===== src/hw/rtl/hvt_pkg.sv =====
package hvt_pkg;

   // Default number of fraction bits of the fixed-point format.
   localparam int HVT_FRAC_BITS = 16;

   // Request opcodes.
   localparam logic OP_LOAD  = 1'b0;
   localparam logic OP_XFORM = 1'b1;

   // Saturation limits of a 32-bit result.
   localparam logic signed [31:0] HVT_MAX = 32'sh7fff_ffff;
   localparam logic signed [31:0] HVT_MIN = 32'sh8000_0000;

   // Bit set on each diagonal entry (row equals column) of the matrix.
   localparam logic [15:0] HVT_DIAG_MASK = 16'h8421;

   typedef struct packed {
      logic               opcode;
      logic [3:0]         entry_index;
      logic signed [31:0] entry_value;
      logic signed [31:0] in_x;
      logic signed [31:0] in_y;
      logic signed [31:0] in_z;
   } req_data_type;

   typedef struct packed {
      logic signed [31:0] out_x;
      logic signed [31:0] out_y;
      logic signed [31:0] out_z;
      logic               w_was_zero;
      logic               saturated;
   } rsp_data_type;

   // Start of one division, from the sequencer to the divider.
   typedef struct packed {
      logic               start;
      logic signed [31:0] numer;
      logic signed [31:0] denom;
   } div_req_type;

   // Completion of one division, from the divider to the sequencer.
   typedef struct packed {
      logic               done;
      logic signed [31:0] quotient;
      logic               saturated;
   } div_rsp_type;

endpackage


===== src/hw/rtl/hvt_divider.sv =====
module hvt_divider #(
   parameter int FRAC_BITS = hvt_pkg::HVT_FRAC_BITS
) (
   input  logic                 clock,
   input  logic                 reset,
   input  hvt_pkg::div_req_type div_req,
   output hvt_pkg::div_rsp_type div_rsp
);
   import hvt_pkg::*;

   // The dividend is |numer| shifted left by FRAC_BITS. Only the low 33
   // quotient bits are developed; anything above them is an overflow.
   localparam int DW = 32 + FRAC_BITS;
   localparam int QW = 33;

   logic [31:0]   rem_ff, rem_in;
   logic [QW-1:0] dvd_ff, dvd_in;
   logic [31:0]   dsr_ff, dsr_in;
   logic          neg_ff, neg_in;
   logic          ovf_ff, ovf_in;
   logic          busy_ff, busy_in;
   logic          done_ff, done_in;
   logic [5:0]    cnt_ff, cnt_in;

   logic [31:0]   mag_n;
   logic [31:0]   mag_d;
   logic [DW-1:0] dividend;
   logic [31:0]   dividend_hi;
   logic [33:0]   trial;
   logic          trial_ge;
   logic          big_pos;
   logic          big_neg;
   logic          quot_sat;
   logic [31:0]   quot_neg;

   // Magnitudes of the operands and the upper dividend bits that seed the
   // remainder.
   always_comb begin
      mag_n       = div_req.numer[31] ? 32'(-div_req.numer) : div_req.numer;
      mag_d       = div_req.denom[31] ? 32'(-div_req.denom) : div_req.denom;
      dividend    = {mag_n, {FRAC_BITS{1'b0}}};
      dividend_hi = 32'(dividend[DW-1:QW]);
   end

   // One restoring subtract step per cycle.
   always_comb begin
      trial    = {1'b0, rem_ff, dvd_ff[QW-1]} - {2'b00, dsr_ff};
      trial_ge = !trial[33];
   end

   always_comb begin
      rem_in  = rem_ff;
      dvd_in  = dvd_ff;
      dsr_in  = dsr_ff;
      neg_in  = neg_ff;
      ovf_in  = ovf_ff;
      busy_in = busy_ff;
      cnt_in  = cnt_ff;
      done_in = 1'b0;
      if (div_req.start) begin
         rem_in  = dividend_hi;
         dvd_in  = dividend[QW-1:0];
         dsr_in  = mag_d;
         neg_in  = div_req.numer[31] ^ div_req.denom[31];
         ovf_in  = dividend_hi >= mag_d;
         busy_in = 1'b1;
         cnt_in  = '0;
      end else if (busy_ff) begin
         rem_in = trial_ge ? trial[31:0] : {rem_ff[30:0], dvd_ff[QW-1]};
         dvd_in = {dvd_ff[QW-2:0], trial_ge};
         cnt_in = cnt_ff + 6'd1;
         if (cnt_ff == 6'(QW - 1)) begin
            busy_in = 1'b0;
            done_in = 1'b1;
         end
      end
   end

   always_ff @(posedge clock) begin
      if (reset) begin
         busy_ff <= 1'b0;
         done_ff <= 1'b0;
         cnt_ff  <= '0;
      end else begin
         busy_ff <= busy_in;
         done_ff <= done_in;
         cnt_ff  <= cnt_in;
      end
      rem_ff <= rem_in;
      dvd_ff <= dvd_in;
      dsr_ff <= dsr_in;
      neg_ff <= neg_in;
      ovf_ff <= ovf_in;
   end

   // Sign the magnitude and clamp it to the 32-bit range.
   always_comb begin
      big_pos  = dvd_ff[32] | dvd_ff[31];
      big_neg  = dvd_ff[32] | (dvd_ff[31] & (|dvd_ff[30:0]));
      quot_sat = ovf_ff | (neg_ff ? big_neg : big_pos);
      quot_neg = 32'(-dvd_ff);
      div_rsp.done      = done_ff;
      div_rsp.saturated = quot_sat;
      if (quot_sat) begin
         div_rsp.quotient = neg_ff ? HVT_MIN : HVT_MAX;
      end else begin
         div_rsp.quotient = neg_ff ? quot_neg : dvd_ff[31:0];
      end
   end

endmodule


===== config.mk =====
export PLATFORM = sky130hd
export DESIGN_NAME = hvt_divider
export DESIGN_NICKNAME = d
export VERILOG_FILES = /design/src/hw/rtl/hvt_pkg.sv /design/src/hw/rtl/hvt_divider.sv
export SDC_FILE = /design/constraint.sdc
export NUM_CORES = 1
export LEC_CHECK = 0
export BUFFER_PORTS_ARGS = -buffer_cell sky130_fd_sc_hd__clkbuf_2
export CAP_MARGIN = 20
export CORE_MARGIN = 2
export CORE_UTILIZATION = 49
export DETAILED_ROUTE_END_ITERATION = 12
export GPL_ROUTABILITY_DRIVEN = 0
export HOLD_SLACK_MARGIN = 0.06
export PLACE_DENSITY = 0.78
export SLEW_MARGIN = 0
export SYNTH_ARGS = -nofsm -noshare
export SYNTH_HDL_FRONTEND = slang
export SYNTH_SLANG_ARGS = --single-unit

===== constraint.sdc =====
create_clock -name clock -period 5.9 [get_ports clock]
set_input_delay 0.59 -clock clock [delete_from_list [all_inputs] [get_ports clock]]
set_output_delay 0.59 -clock clock [all_outputs]
set_load 0.005 [all_outputs]

==> flow_summary.yaml <==
final_layout:
  finish.instance_area_um2: 9750
  layout.nets: 1231
  final_common_cell: "clkbuf_2"
  finalNonFillerCells: 1345
  area_delta_synth_final_pct: 10.5
  fin_util_pct: 54.6
  num_antenna_cells: 0
  layout_common_cells: "clkbuf_2, nor2_1, a21oi_1, nand2_1, inv_1"
  drive_gt1_share_pct: 13.4
setup_path:
  rr_startpoint: "rem_ff[0]$_DFFE_PP_"
  crit_top_cell: "nor2_1"
  setup.worst_path.end_class: "output port"
  cp_max_fo: 15
  cpPeakStageDelay_ns: 0.50
  path_cells: "nor3_1 > nand3_1 > nor4bb_1 > nand4_1 > o41a_1 > nor2_1 > buf_4 > nor2_1 > a311oi_1 > clkbuf_2"
  cp-start-kind: "register"
  cp-startpoint: "dvd_ff[2]$_SDFFE_PP0P_"
  worstSetupPathType: "reg2out"
  reg2reg_to: "rem_ff[6]$_DFFE_PP_"
  r2r_cells: 9
  required_ns: 5.31
  critPathArrivalTime_ns: 3.72
  cpMaxStageDelayCell: "nor4bb_1"
  rrSetupSlack_ns: 1.67
timing:
  finalSetupViolations: 0
  fmax_mhz: 232
  period_share_pct: 73.1
  maxSlewHeadroom_pct: 36.4
  worstMarginPinSlew_ns: 0.949
  setup_tns_ns: 0
  rsz0062_at_grt: "no"
  maxSlewViolCount: 0
  clock_skew_ns: 0.0116
  period_needed_ns: 4.31
  final-hold-violation-count: 0
yosys:
  ys_ff_latch: 107
  synthFlopType: "edfxtp_1"
  avgSynthCellArea_um2: 8.41
  synth_edf_count: 66
  ys_types: 84
  ys_seq_area_share_pct: 31.8
  yosys_warnings: 0
  synth_area_um2: 8820
  syn_inst: 1049
  ys_async_sr_fraction_pct: 0
  syn-num-nets: 1169
clock_tree:
  cts_tree: "done"
  clockRootBuffer: "clkbuf_16"
  cts_setup_buffers: 0
  cts_resized: 0
  cts_hold_buf: 0
  cts_made_buffers: 9
  htreeDepth: 3
  clockBufferDepth: 2
  cts_sinks: 107
  clk-insertion-delay-late_ns: 0.37
  path_clk_slew_ns: 0.08
route:
  vias: 8068
  routed_wl_um: 21000
  wl_per_cell_um: 15.6
  viasPerCell: 6.00
  ant_nets: 0
  first_pass_iters: 5
  drt_iter0_drc: 690
  route.detailed.drc: 0
placement:
  portBuffers: 100
  placed_cells: 1329
  hpwl_um: 15700
  postPlaceCellArea_um2: 9450
floorplanning:
  die_h_um: 138
  io_pins: 101
  fp.dieW_um: 138
  initial_core_util_pct: 49.4
  dieArea_um2: 19100
  core_area_um2: 17800
  core.rowCount: 49
global_route:
  grt_pass1_wl_um: 34600
  grt_util_all_layers_pct: 21.6
  grt-ovfl-total: 0
  grt_pass1_vias: 7175
  antenna_found_initial: 0
  grt_start_max_net_pins: 69
pwr:
  p_per_area_nw_per_um2: 249
  p_leak_nw: 4.03
  ir_drop_mv: 0.201
worst_hold_path:
  worstHoldPathType: "in2reg"
  min_to: "busy_ff$_SDFF_PP0_"
  min-delay-start: "reset"
  min_path_cells: 2
outcome:
  run_status: "completed"
flow_run:
  maxCapViolCount: 0
-- worst max-delay path, delay by kind of cell, from the launching register on --
family / cells / cell delay [ns]
simple gates: 6 / 1.84
buf+inv: 2 / 0.40
flops: 1 / 0.38
compound gates: 2 / 0.74
-- state kept, by name, summed over array words and instances (netlist names) --
signal,count
cnt_ff,6
done_ff,1
dvd_ff,33
rem_ff,32
dsr_ff,32
busy_ff,1
neg_ff,1
ovf_ff,1
-- worst max path at each step --
stage / to / slack, ns / cells after the start
after floorplan: ovf_ff$_DFFE_PP_ / 2.19 / 12
after global placement: ovf_ff$_DFFE_PP_ / 1.76 / 13
after detailed placement: ovf_ff$_DFFE_PP_ / 1.69 / 13
after CTS: div_rsp[29] / 1.63 / 10
after global routing: div_rsp[6] / 1.38 / 10
final: div_rsp[29] / 1.59 / 10
-- cell families after synthesis --
family,after synthesis,synth area share (%)
AO/OA/AOI/OAI,292,22.3
XOR/XNOR,90,8.94
adder cells (fa/ha/maj),53,7.60
buffers and inverters,128,5.77
flip-flops,107,31.8
multiplexers,33,3.80
AND/OR/NAND/NOR,346,19.8
-- per-stage QoR --
step	hold WS (ns)	total power, mW	worst slack [ns]
after CTS	0.375	2.42	1.63
final	0.379	2.43	1.59
after global placement	0.472	1.80	1.76
after detailed placement	0.491	1.82	1.69
after floorplan	0.458	1.58	2.19
after global routing	0.378	2.57	1.38
-- report_power, final --
| group | total [mW] | leakage, nW | switching (mW) | internal, mW |
|---|---|---|---|---|
| Clock | 0.612 | 0.150 | 0.293 | 0.319 |
| Sequential | 0.931 | 0.994 | 0.0515 | 0.879 |
| Combinational | 0.887 | 2.88 | 0.510 | 0.377 |
-- cell usage after synthesis, types with 7 or more instances --
| cell | instances | area share (%) |
|---|---|---|
| nand4_1 | 16 | 1.1 |
| a311oi_1 | 7 | 0.70 |
| xor2_1 | 32 | 3.2 |
| ha_1 | 52 | 7.4 |
| mux2i_1 | 29 | 3.3 |
| o21ai_0 | 52 | 3.0 |
| xnor2_1 | 58 | 5.8 |
| o21ai_1 | 7 | 0.40 |
| nand3_1 | 19 | 1.1 |
| or4_1 | 8 | 0.68 |
| nand2b_1 | 13 | 0.92 |
| nor3_1 | 29 | 1.6 |
| a21o_1 | 17 | 1.4 |
| or3_1 | 27 | 1.9 |
| edfxtp_1 | 66 | 22 |
| clkbuf_1 | 44 | 1.9 |
| o21a_1 | 7 | 0.60 |
| a21oi_1 | 82 | 4.7 |
| nor4_1 | 9 | 0.64 |
| a211oi_1 | 9 | 0.77 |
| inv_1 | 68 | 2.9 |
| dfxtp_1 | 41 | 9.3 |
| or2_2 | 9 | 0.64 |
| a31oi_1 | 9 | 0.64 |
| nor2b_1 | 8 | 0.57 |
| and3_1 | 7 | 0.50 |
| nand2_1 | 79 | 3.4 |
| nor2_1 | 96 | 4.1 |
| o31ai_1 | 28 | 2.4 |
-- layer usage --
layer	track usage [%]	vias to the layer above	routed length (um)
li1	-	3989	-
met5	0	-	0
met3	2.94	24	1490
met1	30.5	3755	9780
met2	34.6	300	9420
met4	6.39	0	335
-- area by class of cell --
type / count / area (um2)
inverter: 71 / 267
sequential: 107 / 2800
fill: 1624 / 8100
clock inverter: 6 / 50.0
timing repair buffer: 108 / 563
clock buffer: 10 / 250
multi-input combinational: 814 / 5530
tap: 229 / 287
(Power assumes the default switching activity.)
